==> config.mk <==
export PLATFORM = sky130hd
export DESIGN_NAME = source_byte_tokenizer_core
export DESIGN_NICKNAME = d
export VERILOG_FILES = /design/src/rtl/core/sbt_pkg.sv /design/src/rtl/core/source_byte_tokenizer_core.sv /design/src/rtl/core/sbt_scan.sv /design/src/rtl/core/sbt_token_fifo.sv
export SDC_FILE = /design/constraint.sdc
export NUM_CORES = 1
export LEC_CHECK = 0
export BUFFER_PORTS_ARGS = -buffer_cell sky130_fd_sc_hd__buf_2
export CORE_ASPECT_RATIO = 0.7
export CORE_MARGIN = 10
export CORE_UTILIZATION = 28
export CTS_CLUSTER_DIAMETER = 200
export DETAILED_ROUTE_END_ITERATION = 16
export PLACE_DENSITY_LB_ADDON = 0.12
export SLEW_MARGIN = 20
export SYNTH_ARGS = -nofsm -noshare
export SYNTH_HDL_FRONTEND = slang
export SYNTH_SLANG_ARGS = --single-unit
==> constraint.sdc <==
create_clock -name clk -period 9.25 [get_ports clk]
set_clock_uncertainty 0.15 [all_clocks]
set_input_delay 0.4625 -clock clk [delete_from_list [all_inputs] [get_ports clk]]
set_output_delay 0.4625 -clock clk [all_outputs]
set_load 0.03 [all_outputs]
==> src/rtl/core/sbt_pkg.sv <==
// Shared types, constants and character classes for the source byte tokenizer.
package sbt_pkg;

  // Width of the position, line and column counters (wrap at this width)
  localparam int POS_BITS = 32;
  typedef logic [POS_BITS-1:0] pos_t;

  // Width of the offsets and counts carried on each result item
  localparam int OUT_BITS = 32;
  typedef logic [OUT_BITS-1:0] out_word_t;

  // Token kinds
  localparam logic [4:0] KIND_SYMBOL    = 5'd0;
  localparam logic [4:0] KIND_NUMBER    = 5'd1;
  localparam logic [4:0] KIND_STRING    = 5'd2;
  localparam logic [4:0] KIND_DIRECTIVE = 5'd3;
  localparam logic [4:0] KIND_LPAREN    = 5'd4;
  localparam logic [4:0] KIND_RPAREN    = 5'd5;
  localparam logic [4:0] KIND_COMMA     = 5'd6;
  localparam logic [4:0] KIND_STAR      = 5'd7;
  localparam logic [4:0] KIND_LBRACE    = 5'd8;
  localparam logic [4:0] KIND_RBRACE    = 5'd9;
  localparam logic [4:0] KIND_LBRACKET  = 5'd10;
  localparam logic [4:0] KIND_RBRACKET  = 5'd11;
  localparam logic [4:0] KIND_LESS      = 5'd12;
  localparam logic [4:0] KIND_GREATER   = 5'd13;
  localparam logic [4:0] KIND_SEMI      = 5'd14;
  localparam logic [4:0] KIND_PLUS      = 5'd15;
  localparam logic [4:0] KIND_MINUS     = 5'd16;
  localparam logic [4:0] KIND_SLASH     = 5'd17;
  localparam logic [4:0] KIND_BACKSLASH = 5'd18;
  localparam logic [4:0] KIND_DOT       = 5'd19;
  localparam logic [4:0] KIND_QUOTE     = 5'd20;
  localparam logic [4:0] KIND_AT        = 5'd21;
  localparam logic [4:0] KIND_COLON     = 5'd22;
  localparam logic [4:0] KIND_EQUALS    = 5'd23;
  localparam logic [4:0] KIND_INVALID   = 5'd24;

  // Characters with a special role
  localparam logic [7:0] CH_HASH       = 8'h23;
  localparam logic [7:0] CH_DQUOTE     = 8'h22;
  localparam logic [7:0] CH_UNDERSCORE = 8'h5F;
  localparam logic [7:0] CH_NEWLINE    = 8'h0A;
  localparam logic [7:0] CH_SPACE      = 8'h20;
  localparam logic [7:0] CH_TAB        = 8'h09;
  localparam logic [7:0] CH_VTAB       = 8'h0B;
  localparam logic [7:0] CH_FORMFEED   = 8'h0C;
  localparam logic [7:0] CH_CR         = 8'h0D;

  // Result queue geometry
  localparam int FIFO_DEPTH = 4;
  localparam int FIFO_AW    = $clog2(FIFO_DEPTH);
  localparam int FIFO_CW    = $clog2(FIFO_DEPTH + 1);

  // One result item
  typedef struct packed {
    logic [4:0] kind;
    out_word_t  start_offset;
    out_word_t  end_offset;
    out_word_t  line_number;
    out_word_t  column_number;
    logic       unterminated;
    logic       last_of_run;
  } token_t;

  // All results caused by one byte, in order
  typedef struct packed {
    logic [1:0] count;
    token_t     tok0;
    token_t     tok1;
  } scan_res_t;

  function automatic logic is_alpha(input logic [7:0] c);
    return (c >= 8'h61 && c <= 8'h7A) || (c >= 8'h41 && c <= 8'h5A);
  endfunction

  function automatic logic is_digit(input logic [7:0] c);
    return c >= 8'h30 && c <= 8'h39;
  endfunction

  function automatic logic is_space(input logic [7:0] c);
    return c == CH_SPACE || c == CH_TAB || c == CH_NEWLINE || c == CH_FORMFEED ||
           c == CH_CR || c == CH_VTAB;
  endfunction

  // Map a single punctuation byte to its kind, anything else is invalid
  function automatic logic [4:0] punct_kind(input logic [7:0] c);
    logic [4:0] k;
    case (c)
      8'h28:   k = KIND_LPAREN;
      8'h29:   k = KIND_RPAREN;
      8'h2C:   k = KIND_COMMA;
      8'h2A:   k = KIND_STAR;
      8'h7B:   k = KIND_LBRACE;
      8'h7D:   k = KIND_RBRACE;
      8'h5B:   k = KIND_LBRACKET;
      8'h5D:   k = KIND_RBRACKET;
      8'h3C:   k = KIND_LESS;
      8'h3E:   k = KIND_GREATER;
      8'h3B:   k = KIND_SEMI;
      8'h2B:   k = KIND_PLUS;
      8'h2D:   k = KIND_MINUS;
      8'h2F:   k = KIND_SLASH;
      8'h5C:   k = KIND_BACKSLASH;
      8'h2E:   k = KIND_DOT;
      8'h27:   k = KIND_QUOTE;
      8'h40:   k = KIND_AT;
      8'h3A:   k = KIND_COLON;
      8'h3D:   k = KIND_EQUALS;
      default: k = KIND_INVALID;
    endcase
    return k;
  endfunction

  // Build a result item from counter values, keeping the low output bits
  function automatic token_t make_token(input logic [4:0] kind, input pos_t start,
                                        input pos_t stop, input pos_t line,
                                        input pos_t col, input logic unterm);
    token_t t;
    t.kind          = kind;
    t.start_offset  = OUT_BITS'(start);
    t.end_offset    = OUT_BITS'(stop);
    t.line_number   = OUT_BITS'(line);
    t.column_number = OUT_BITS'(col);
    t.unterminated  = unterm;
    t.last_of_run   = 1'b0;
    return t;
  endfunction

endpackage

==> src/rtl/core/source_byte_tokenizer_core.sv <==
// Byte-serial lexical scanner: input register, scan step and result queue.
// An accepted byte waits in the input register until the four-entry result queue
// has room for two items; its tokens then go into the queue, whose head is m_tdata.
// Throughput: one byte per cycle while the sink takes one item per cycle; a byte
// that causes two tokens writes both at once, and the one-item port drains them.
// Reset (rst, synchronous): scan state and counters to zero, queue empty.
module source_byte_tokenizer_core (
  input  logic         clk,
  input  logic         rst,
  input  logic         s_tvalid,
  output logic         s_tready,
  input  logic [7:0]   s_tdata,   // [7:0] byte_value
  input  logic         s_tlast,   // end_of_input
  output logic         m_tvalid,
  input  logic         m_tready,
  output logic [135:0] m_tdata,   // token_kind, start_offset, end_offset,
                                  // line_number, column_number, zero fill
  output logic         m_tuser,   // unterminated
  output logic         m_tlast    // last_of_run
);
  import sbt_pkg::*;

  logic       in_valid;
  logic [7:0] in_byte;
  logic       in_eoi;
  logic       advance;
  logic       room2;
  scan_res_t  res;
  token_t     out_tok;

  assign advance  = in_valid && room2;
  assign s_tready = !in_valid || advance;

  // Hold the accepted byte for one scan step
  always_ff @(posedge clk) begin
    if (rst) begin
      in_valid <= 1'b0;
    end else if (s_tready) begin
      in_valid <= s_tvalid;
    end
  end

  always_ff @(posedge clk) begin
    if (s_tready && s_tvalid) begin
      in_byte <= s_tdata;
      in_eoi  <= s_tlast;
    end
  end

  sbt_scan u_scan (
    .clk          (clk),
    .rst          (rst),
    .step         (advance),
    .byte_value   (in_byte),
    .end_of_input (in_eoi),
    .res          (res)
  );

  sbt_token_fifo u_fifo (
    .clk       (clk),
    .rst       (rst),
    .wr        (res),
    .wr_en     (advance),
    .room2     (room2),
    .out_valid (m_tvalid),
    .out_ready (m_tready),
    .out_tok   (out_tok)
  );

  // Pack the head item onto the stream
  assign m_tdata = {3'b000, out_tok.column_number, out_tok.line_number,
                    out_tok.end_offset, out_tok.start_offset, out_tok.kind};
  assign m_tuser = out_tok.unterminated;
  assign m_tlast = out_tok.last_of_run;

endmodule

==> src/rtl/core/sbt_scan.sv <==
// Scanner state and the single-pass step logic for one source byte.
module sbt_scan (
  input  logic             clk,
  input  logic             rst,
  input  logic             step,
  input  logic [7:0]       byte_value,
  input  logic             end_of_input,
  output sbt_pkg::scan_res_t res
);
  import sbt_pkg::*;

  typedef enum logic [2:0] {
    MODE_START,
    MODE_SYMBOL,
    MODE_NUMBER,
    MODE_STRING,
    MODE_DIRECTIVE
  } mode_t;

  mode_t      mode, mode_next;
  pos_t       byte_pos, line_cnt, col_cnt;
  pos_t       open_start, open_line, open_col;
  logic [4:0] open_kind;

  pos_t       open_start_next, open_line_next, open_col_next;
  logic [4:0] open_kind_next;
  pos_t       next_pos;
  logic       rescan, close_hit, punct_hit, eoi_hit;
  pos_t       close_end;
  token_t     close_tok, punct_tok, eoi_tok;
  logic [1:0] n;

  // Work out the mode transition and the tokens this byte closes or opens
  always_comb begin
    next_pos        = byte_pos + pos_t'(1);
    mode_next       = mode;
    open_kind_next  = open_kind;
    open_start_next = open_start;
    open_line_next  = open_line;
    open_col_next   = open_col;
    rescan          = 1'b0;
    close_hit       = 1'b0;
    close_end       = byte_pos;
    punct_hit       = 1'b0;

    unique case (mode)
      MODE_SYMBOL: begin
        if (!(is_alpha(byte_value) || is_digit(byte_value) ||
              byte_value == CH_UNDERSCORE)) begin
          close_hit = 1'b1;
          mode_next = MODE_START;
          rescan    = 1'b1;
        end
      end
      MODE_NUMBER: begin
        if (!is_digit(byte_value)) begin
          close_hit = 1'b1;
          mode_next = MODE_START;
          rescan    = 1'b1;
        end
      end
      MODE_STRING: begin
        if (byte_value == CH_DQUOTE) begin
          close_hit = 1'b1;
          close_end = next_pos;
          mode_next = MODE_START;
        end
      end
      MODE_DIRECTIVE: begin
        if (byte_value == CH_NEWLINE) begin
          close_hit = 1'b1;
          mode_next = MODE_START;
        end
      end
      default: begin
        mode_next = MODE_START;
        rescan    = 1'b1;
      end
    endcase

    // Scan the byte again in the start mode
    if (rescan && !is_space(byte_value)) begin
      if (is_alpha(byte_value) || is_digit(byte_value) || byte_value == CH_HASH ||
          byte_value == CH_DQUOTE) begin
        open_start_next = byte_pos;
        open_line_next  = line_cnt;
        open_col_next   = col_cnt;
        if (is_alpha(byte_value)) begin
          mode_next      = MODE_SYMBOL;
          open_kind_next = KIND_SYMBOL;
        end else if (is_digit(byte_value)) begin
          mode_next      = MODE_NUMBER;
          open_kind_next = KIND_NUMBER;
        end else if (byte_value == CH_HASH) begin
          mode_next      = MODE_DIRECTIVE;
          open_kind_next = KIND_DIRECTIVE;
        end else begin
          mode_next      = MODE_STRING;
          open_kind_next = KIND_STRING;
        end
      end else begin
        punct_hit = 1'b1;
      end
    end

    eoi_hit = end_of_input && (mode_next != MODE_START);

    close_tok = make_token(open_kind, open_start, close_end, open_line, open_col, 1'b0);
    punct_tok = make_token(punct_kind(byte_value), byte_pos, next_pos, line_cnt,
                           col_cnt, 1'b0);
    eoi_tok   = make_token(open_kind_next, open_start_next, next_pos, open_line_next,
                           open_col_next, 1'b1);

    // Place the tokens in order; at most two can arise from one byte
    n = 2'(close_hit) + 2'(punct_hit) + 2'(eoi_hit);
    res.count = n;
    if (close_hit) begin
      res.tok0 = close_tok;
      res.tok1 = punct_hit ? punct_tok : eoi_tok;
    end else if (punct_hit) begin
      res.tok0 = punct_tok;
      res.tok1 = eoi_tok;
    end else begin
      res.tok0 = eoi_tok;
      res.tok1 = eoi_tok;
    end
    res.tok0.last_of_run = (n == 2'd1);
    res.tok1.last_of_run = 1'b1;
  end

  // Advance the counters and scan state; end of input starts a fresh buffer
  always_ff @(posedge clk) begin
    if (rst) begin
      mode       <= MODE_START;
      byte_pos   <= '0;
      line_cnt   <= '0;
      col_cnt    <= '0;
      open_kind  <= '0;
      open_start <= '0;
      open_line  <= '0;
      open_col   <= '0;
    end else if (step) begin
      if (end_of_input) begin
        mode       <= MODE_START;
        byte_pos   <= '0;
        line_cnt   <= '0;
        col_cnt    <= '0;
        open_kind  <= '0;
        open_start <= '0;
        open_line  <= '0;
        open_col   <= '0;
      end else begin
        mode       <= mode_next;
        byte_pos   <= next_pos;
        open_kind  <= open_kind_next;
        open_start <= open_start_next;
        open_line  <= open_line_next;
        open_col   <= open_col_next;
        if (byte_value == CH_NEWLINE) begin
          line_cnt <= line_cnt + pos_t'(1);
          col_cnt  <= '0;
        end else begin
          col_cnt  <= col_cnt + pos_t'(1);
        end
      end
    end
  end

endmodule

==> src/rtl/core/sbt_token_fifo.sv <==
// Small result queue that takes up to two items per cycle and gives out one.
module sbt_token_fifo (
  input  logic              clk,
  input  logic              rst,
  input  sbt_pkg::scan_res_t wr,
  input  logic              wr_en,
  output logic              room2,
  output logic              out_valid,
  input  logic              out_ready,
  output sbt_pkg::token_t   out_tok
);
  import sbt_pkg::*;

  token_t             mem [FIFO_DEPTH];
  logic [FIFO_AW-1:0] wr_ptr, rd_ptr;
  logic [FIFO_CW-1:0] count;
  logic [1:0]         n_wr;
  logic               pop;

  assign n_wr      = wr_en ? wr.count : 2'd0;
  assign pop       = out_valid && out_ready;
  assign out_valid = (count != '0);
  assign out_tok   = mem[rd_ptr];
  assign room2     = (count <= FIFO_CW'(FIFO_DEPTH - 2));

  // Store the new items
  always_ff @(posedge clk) begin
    if (n_wr != 2'd0) begin
      mem[wr_ptr] <= wr.tok0;
    end
    if (n_wr == 2'd2) begin
      mem[wr_ptr + FIFO_AW'(1)] <= wr.tok1;
    end
  end

  // Advance pointers and occupancy
  always_ff @(posedge clk) begin
    if (rst) begin
      wr_ptr <= '0;
      rd_ptr <= '0;
      count  <= '0;
    end else begin
      wr_ptr <= wr_ptr + FIFO_AW'(n_wr);
      if (pop) begin
        rd_ptr <= rd_ptr + FIFO_AW'(1);
      end
      count <= count + FIFO_CW'(n_wr) - FIFO_CW'(pop);
    end
  end

endmodule
# --- After elaboration in Yosys (flattened, before gate mapping) ---
# Memory sizes are Yosys's and may differ from the RTL's. A register that Yosys moved wholly into a read port is not among the register bits.
# Index checks and enable logic that the tools add are counted.
op_classes:
  addsub: 10
  n_lt_le_gt_ge: 7
  eq_ne: 35
  n_mux: 52
  n_reduce_logical: 27
ops:
  columns: ["op", "count"]
  rows:
  - ["two-way mux 270 bit", 2]
  - ["two-way mux 32 bit", 16]
  - ["== test 8 x 6 -> 1 bit (second input constant)", 17]
  - ["two-way mux 135 bit", 1]
  - ["one-hot mux 5 bit (20 select lines)", 1]
  - ["adder 32 x 1 -> 32 bit (second input constant)", 3]
  - ["== test 8 x 7 -> 1 bit (second input constant)", 7]
  - ["== test 8 x 4 -> 1 bit (second input constant)", 5]
  - ["two-way mux 3 bit", 10]
  - ["two-way mux 5 bit", 5]
  - ["greater-or-equal comparator 8 x 7 -> 1 bit (second input constant)", 2]
  - ["<= comparator 8 x 7 -> 1 bit (second input constant)", 2]
  - ["one-hot mux 3 bit (4 select lines)", 1]
  - ["logical OR 1 bit", 11]
  - ["two-way mux 1 bit", 11]
  - ["greater-or-equal comparator 8 x 6 -> 1 bit (second input constant)", 1]
  - ["<= comparator 8 x 6 -> 1 bit (second input constant)", 1]
  - ["logical AND 1 bit", 8]
  - ["== test 3 x 2 -> 1 bit (second input constant)", 2]
  - ["two-way mux 2 bit", 3]
  - ["nonzero test 3 bit", 2]
  - ["adder 2 x 1 -> 2 bit (second input constant)", 2]
  - ["one-hot mux 1 bit (4 select lines)", 1]
  - ["nonzero test 2 bit", 2]
  - ["14 further kinds", 15]
totals:
  register_bits: 217
  ram_bits: 540
  input_bits: 13
  output_inout_bits: 140
  elab_cells: 146
  mem_count: 1
memory_table:
  columns: ["memory", "words", "word_bits", "rd", "rd_ports_with_merged_regs", "write_ports", "line", "source"]
  rows:
  - ["u_fifo.mem", 4, 135, 1, 1, 2, "sbt_token_fifo.sv:14", "token_t mem [FIFO_DEPTH];"]

# --- Depth between registers and ports, before layout ---
# Gate-level depths: netlist of run 1.
logic_depth:
  depth_word: 16
  ltp_mapped: 16
  ltp_nobuf: 14

# --- Cells and area by module ---
# A second synthesis of run 1 with hierarchy kept.
hier_totals:
  hier_cells: 2661
  hier_area_um2: 38739.7
by_module_without_submodules:
  columns: ["mod", "instances", "cells_each", "area_each_um2", "seq_area_each_um2"]
  rows:
  - ["sbt_token_fifo", 1, 1363, 26525.4, 16395.7]
  - ["sbt_scan", 1, 1279, 11855.1, 4003.8]
  - ["source_byte_tokenizer_core", 1, 19, 359.1, 290.3]

# --- Worst setup path after synthesis of run 1 ---
# Ideal clock, no wire load.
synth_path:
  kind: "reg-to-reg"
  from: "register in_byte[3]"
  to: "memory u_fifo.mem[1][86] (netlist bit) (data pin)"
  setup_time_ns: 0.153
  arrival_time_ns: 6.688
  required_time_ns: 8.947
  setup_slack_ns: 2.259
  path_stages_with_launch: 17
  path_buffers: 3
  period_less_slack_ns: 6.991
  cell_sequence: "edfxtp_1 > clkbuf_1 > or4b_1 > a21oi_1 > o21a_1 > o21bai_1 > o22ai_1 > o31ai_1 > fa_1 > clkbuf_1 > a21oi_1 > and2_0 > clkbuf_1 > nor2_1 > inv_1 > o21ai_0 > nor2_1"
synth_rtl:
  columns: ["element", "line", "source"]
  rows:
  - ["from (decl)", "source_byte_tokenizer_core.sv:24", "logic [7:0] in_byte;"]
  - ["from (signal assigned)", "source_byte_tokenizer_core.sv:45", "in_byte <= s_tdata;"]
  - ["to (decl)", "sbt_token_fifo.sv:14", null]

==> results of run 1 <==
[cells in the final DEF (no fill, tap or decap), types with 10 or more instances in the layout]
master	n
nor2b_1	13
nand4_1	22
nor2_1	247
edfxtp_1	545
and3_1	34
clkinv_2	15
inv_1	23
buf_12	10
a311oi_1	29
nor4_1	15
nand2_1	93
dlygate4sd3_1	10
dfxtp_1	212
a211oi_1	64
xnor2_1	31
o22ai_1	26
nor3_1	39
clkinv_1	16
buf_4	34
buf_2	148
nand3_1	33
and4_1	11
a22oi_1	115
mux4_2	135
o21ai_0	68
xor2_1	32
and2_1	26
a22o_1	389
clkbuf_1	22
clkbuf_16	84
or3_1	12
a21oi_1	159
[metrics by stage]
step	utilization [%]	std cells	setup slack, ns	area, sq um
2_1_floorplan	-	2830	2.26	35600
3_3_place_gp	29.8	4358	2.16	37700
3_5_place_dp	29.8	4358	2.36	37700
4_1_cts	32.0	4521	2.36	40300
5_1_grt	32.0	4522	1.80	40400
6_report	32.0	4523	2.26	40400
[final cells by class]
cell class	instances	area, sq um	area share, %
antenna	2	5.00	0.0124
clock buffer	112	2270	5.62
clock inverter	41	325	0.806
inverter	29	129	0.319
multi-input combinational	1712	13600	33.7
sequential	759	20700	51.2
tap	1665	2080	5.16
timing repair buffer	203	1310	3.24
[flip-flops by register name (all words and copies together), names as in the netlist, named ones only]
register,count
u_scan.col_cnt,32
u_fifo.wr_ptr,2
u_scan.byte_pos,32
u_fifo.count,3
in_byte,8
u_scan.open_kind,5
u_scan.open_col,32
u_fifo.rd_ptr,2
in_valid,1
u_scan.mode,3
u_scan.open_start,32
u_scan.open_line,32
in_eoi,1
u_scan.line_cnt,32
u_fifo.mem,540
[cell families after synthesis]
| logic type | count (synthesis) | synth area share (%) |
|---|---|---|
| simple gates | 587 | 7.97 |
| buf+inv | 359 | 4.10 |
| compound gates | 912 | 19.3 |
| mux | 138 | 8.64 |
| xor+xnor | 63 | 1.55 |
| fa+ha+maj | 9 | 0.359 |
| other cells | 1 | 0.0105 |
| flops | 759 | 58.1 |
[path summary, 6_finish.rpt]
path	from	end	slack, ns	cells past startpoint
max reg2reg	in_byte[4]	u_fifo.mem[1][20]	2.26	12
max	in_byte[4]	u_fifo.mem[1][20]	2.26	12
min	rst	u_fifo.rd_ptr[0]	0.07	2
min reg2reg	u_fifo.mem[3][0]	u_fifo.mem[3][0]	0.31	1
[worst max-delay path, stage by stage, from the launching register on]
cell	delay, ns
edfxtp_1	0.62
nor3_1	0.52
nand4_1	0.36
o211ai_1	0.42
or2_1	0.50
inv_2	0.22
fa_1	0.47
nor3_2	0.63
nand2_1	0.16
nor3_1	0.61
nor2_4	0.36
inv_6	0.79
buf_4	0.70
[metal layers]
metal | up-vias | part of all wire (%) | global-route usage [%] | wire length, um
li1 | 11100 | - | - | -
met1 | 13000 | 47 | 23.6 | 56700
met2 | 875 | 46 | 26.1 | 55300
met3 | 193 | 5.4 | 2.76 | 6600
met4 | 0 | 2.4 | 4.22 | 2890
met5 | - | 0 | 0 | 0
[where the power goes]
part,switching (W),internal (W)
clock,0.00142,0.00183
sequential,0.000123,0.00379
combinational,0.00141,0.000657
total,0.00295,0.00628
==> summary by stage, run 1 <==
Outcome
The flow ran to the end, and the final reports show no timing, DRC or antenna violations.

Route
The count of nets left with antenna violations once routing finished came out at 0. The detailed-route DRC error count is 0. Dividing the detail-routed via count by the number of cells gives 5.57.

The total routed wirelength is 121 mm. The initial DRC count is 2178. The first TritonRoute pass finished after 6 iterations. The detailed-route via count is 25200. The routed wire length per instance is 26.9 um.

Global routing
The global-route wire length before repair is 179 mm. The initial antenna violation count is 4. The total overflow left after global routing is 0. The number of global-route vias before repair came to 25500. Global routing used 16.6% of the available tracks across all layers. The pin count of the biggest net entering global routing is 97.

Synth
For this run, the leading register cell type out of synthesis is edfxtp_1. edfxtp_1 is the most common cell in the netlist. The library cell with the largest summed area after synthesis is edfxtp_1. Each instance of the synthesized netlist takes up on average 12.6 sq um.

The number of distinct standard cells referenced by the synthesized netlist is 83. The number of flip-flops and latches in the synthesized netlist is 759. The synthesized design contains 545 enable-type register cells.

The post-synth design cell area is 0.0356 sq mm. During synthesis, Yosys emitted a total of 0 warnings. The async set-or-reset flop fraction in the synthesized netlist is 0%.

The area share of the leading cell type in the synthesized netlist is 46.0%. By count the netlist is led by edfxtp_1, a22o_1, clkbuf_1. Of the synthesized area, sequential elements account for 58.1%. By area the synthesized netlist is led by edfxtp_1, dfxtp_1, a22o_1. The gate count of the mapped netlist is 2828.

Placement
At the end of routability-driven placement, the weighted congestion stood at 0.828. During placement, the flow inserted port buffers numbering 149. The post-DP HPWL is 66.7 mm.

Clock network
The post-cts hold buffer count is 10. The maximum number of buffers from clock root to sink is 3. Buffers inserted during clock tree synthesis total 82. The TritonCTS clock tree is built.

Clock latency on the worst-skew pair, taken at its later pin, is 0.68 ns. After clock tree synthesis, the clock-pin slew on the worst setup and hold paths is 0.06 ns. The root buffer cell chosen for the clock tree is clkbuf_16. In this run the post-CTS setup repair buffer count came out at 0. The number of clock sinks is 759. CTS built an H-tree with a depth of 3. The number of gates resized after CTS is 0.

Timing
The post-route minimum period is 6.99 ns. The final max-slew violation count is 0. Static timing analysis puts the maximum clock frequency at 143 MHz. The final hold violation count is 0.

The accumulated negative setup slack is 0 ns. The ratio of final minimum period to clock period is 75.5%. Setup repair after global routing left no endpoint under its margin.

The worst pin sits at a relative slew slack of 27.9%. The worst hold margin is 0.0744 ns. For the pin with the worst max-slew slack, the measured transition is 1.07 ns. Setup violations remaining at the end of the flow were counted as 0.

Floorplan
From bottom edge to top edge, the die measures 318 um. The count of pins on the block boundary is 153. In this run the core area contains 109 standard-cell rows.

The effective utilization at floorplan is 28.2%. The placeable core region is 0.126 sq mm. The chip width is 446 um. The die covers 0.142 sq mm.

Worst setup path
For the worst setup path, the data arrival time is 7.13 ns. In this run the worst path has a maximum fanout of 69. The critical path data required time is 9.39 ns. The worst setup path is captured at a flip-flop.

The critical path start-end classification is flip-flop to flip-flop. The worst setup path is launched from a flip-flop.

Finish
The net count of the finished layout is 2809. The post-route netlist has 16.9% of its cells at a drive strength greater than 1. The number of fillers in the final layout is 12500. The post-synthesis to final-layout area growth is 13.5%.

Power and ir drop
Power spread over the standard cell area amounts to 229 mW/mm^2. The reported leakage power is 12.4 nW. IR analysis of the VDD net gives a maximum drop of 0.143 mV. The design draws 0.00923 W.

Min path
The worst min-delay path class is input pin to flip-flop.

Flow run
The count of max-cap constraint violations is 0.
(Power assumes the default switching activity.)
==> run 2, diff against run 1 <==
==> constraint.sdc (replaced) <==
create_clock -name clk -period 5.6 [get_ports clk]
set_clock_uncertainty 0.15 [all_clocks]
set_input_delay 0.28 -clock clk [delete_from_list [all_inputs] [get_ports clk]]
set_output_delay 0.28 -clock clk [all_outputs]
set_load 0.03 [all_outputs]
==> run 2 against run 1 <==
Net effect: sequential share of layout area fell by 1.2 points; largest cell class unchanged; worst setup slack worse by 2.0 ns; highest routed layer unchanged; routed wire length grew 2.4%; count of clock-buffer cells in the layout is 8 higher; first-iteration DRC count is 11% higher; critical path depth unchanged; hold slack worse by 0.034 ns; power up 73%.
==> summary by stage, run 2 (synthesis gave the netlist of run 1 again) <==
Power and ir drop
The reported leakage power is 12.6 nW. The highest ir drop seen on vdd is 0.263 mV. Power spread over the standard cell area amounts to 385 mW/mm^2.

The total power draw is 0.0159 W.

Finish
The post-synthesis to final-layout area growth is 16.3%. The most flop-heavy register is u_fifo.mem. The layout has 12300 filler cells. Of the cells placed in the final design, the portion with a size suffix greater than 1 is 18.9%. The multi-input logic area is 0.0137 sq mm. At the end of the flow the core is filled with cells to 32.8%. The sequential cell area is 0.0207 sq mm.

After the last flow step, the layout net total stands at 2860. The register with the most flip-flops in the layout has 540 of them. The leading cell type in the layout, fill and taps excluded is edfxtp_1. The top cell types in the final layout, fill and taps aside, are edfxtp_1, a22o_1, nor2_1.

Placement
The worst setup slack before clock tree synthesis is -0.0136 ns. The count of buffers from port buffering is 149. The post-DP HPWL is 70.2 mm. At the end of routability-driven placement, the weighted congestion stood at 0.798.

Floorplan
The number of placement rows is 109. The floorplan step defined a die boundary enclosing 0.142 sq mm. The overall die height is 318 um.

The count of pins on the block boundary is 153. For this configuration, the core starts out at a cell density of 28.2%. The floorplan step defined a core boundary enclosing 0.126 sq mm. The die is 446 um wide.

Flow run
The count of max-cap constraint violations is 0.

Worst setup path
The slowest stage of the critical path belongs to the cell fa_1. The worst setup path is launched from a flip-flop. Data arrives at the worst endpoint at 5.57 ns. The endpoint class of the critical path is a flip-flop. The count of buffering cells on the critical path with inverters included is 1. In this design, the largest share of critical-path delay is due to compound AO/OA/AOI/OAI gates. In this run the worst path has a maximum fanout of 14. The critical path start-end classification is flip-flop to flip-flop. The signal on the critical path passes through and2_1 -> a311oi_2 -> nor4b_4 -> o21a_1 -> a21oi_2 -> o31ai_2 -> fa_1 -> a21oi_2 -> and2_1 -> nand2_2 -> buf_4 -> a311oi_1.

STA puts the critical path data required time at 5.86 ns. The largest single stage delay on the critical path is 0.59 ns.

Clock network
The TritonCTS clock tree is built. The clock transition at the register clock pins on the worst setup and hold paths after CTS is 0.06 ns. The number of H-tree levels is 3. The clock passes through at most 3 buffers.

The buffer type at the clock tree root is clkbuf_16. For this design, the sink count on the clock tree is 759. The clock latency on the worst-skew pair is 0.67 ns.

The number of buffers created by CTS is 85.

Global routing
Global routing consumed, over all layers together, 16.8% of the routing resources. The number of global-route vias before repair is 25500. Global routing finished with a remaining overflow of 0. The initial antenna violation count is 2. The pin count of the biggest net entering global routing is 69. The first global-routing pass estimated 181 mm of wire.

Route
The detailed-route DRC error count is 0. The ratio of routed vias to standard cells is 5.59. For this run, the detailed router's first-pass iteration total came to 6.

The detailed-route via count is 25600. The total routed wirelength is 124 mm. The initial DRC count is 2426.

Dividing the detail-routed wire length by the instance count gives 27.2 um. The detail route stage leaves a number of antenna-violating nets equal to 0.

Timing
Subtracting the final worst setup slack from the clock period gives 5.31 ns. Setup slack closes at 0.291 ns. Setup total negative slack on the finished layout was measured at 0 ns. Setup repair after global routing left no endpoint under its margin. The final hold violation count came to 0.

The maximum frequency from static timing analysis is 188 MHz. In the finished design, the share of the clock period the worst path needs comes to 94.8%. For the pin with the worst max-slew slack, the measured transition is 1.11 ns.

Measured against its own limit, the worst slew margin works out to 26.0%. The final max-slew violation count was 0. Setup violations remaining at the end of the flow were counted as 0.

Min path
The min-delay analysis places its worst path in the category input pin to flip-flop.

Outcome
The flow ran to the end, and the final reports show no timing, DRC or antenna violations.
[run 2: cell types whose count changed in the layout (fill, tap and decap cells not counted), moves of 7 or more]
cell       before  now
buf_4          34   56
clkinv_1       16    7
bufinv_16       4   13
buf_12         10   33
inv_6           7    0
[run 2: final timing paths]
kind	startpoint	end	slack [ns]	cells past startpoint
worst max register to register	in_byte[3]	u_fifo.mem[2][73]	0.29	12
worst min-delay path	m_tready	flip-flop	0.04	4
worst max-delay path	in_byte[3]	u_fifo.mem[2][73]	0.29	12
worst min register to register	u_fifo.mem[3][0]	u_fifo.mem[3][0]	0.34	1
[run 2: tightest hold or removal path: stages]
cell	delay, ns
buf_2	0.12
and2_1	0.21
xnor2_1	0.11
nor2_1	0.08
[run 2: metrics by stage]
stage	instances	area (sq um)	hold WS [ns]
finish	4574	41400	0.0404
CTS	4565	41300	0.00845
floorplan	2830	35700	0.229
global route	4572	41400	0.0811
detailed placement	4397	38300	0.322
global placement	4397	38300	0.294
[run 2: repair_timing]
action | 4_1_cts | 5_1_grt
gates resized for setup | 0 | 2
hold buffers | 11 | 0
buffers inserted | 0 | 5
hold endpoints to repair | 36 | 0
pin swaps | 1 | 3
cloned | 1 | 2
endpoints found under the setup margin | 1 | 414
[run 2: per-layer routing]
| metal | wire (um) | track usage (%) | vias up |
|---|---|---|---|
| li1 | - | - | 11200 |
| met1 | 56800 | 23.9 | 13200 |
| met2 | 57100 | 26.7 | 983 |
| met3 | 7970 | 3.13 | 173 |
| met4 | 2490 | 3.43 | 0 |
| met5 | 0 | 0 | - |
[run 2: power breakdown]
group | total (W) | switching [W] | internal [W]
combinational | 0.00358 | 0.00242 | 0.00116
clock | 0.00593 | 0.00236 | 0.00357
sequential | 0.00643 | 0.000173 | 0.00626
total | 0.0159 | 0.00495 | 0.0110
[run 2: layout make-up]
class / count / area share [%]
Timing Repair Buffer: 248 / 4.67
Multi-Input combinational cell: 1715 / 33.0
Clock inverter: 36 / 1.23
Sequential cell: 759 / 49.9
Tap cell: 1665 / 5.04
Inverter: 29 / 0.300
Clock buffer: 120 / 5.79
Antenna cell: 2 / 0.0121
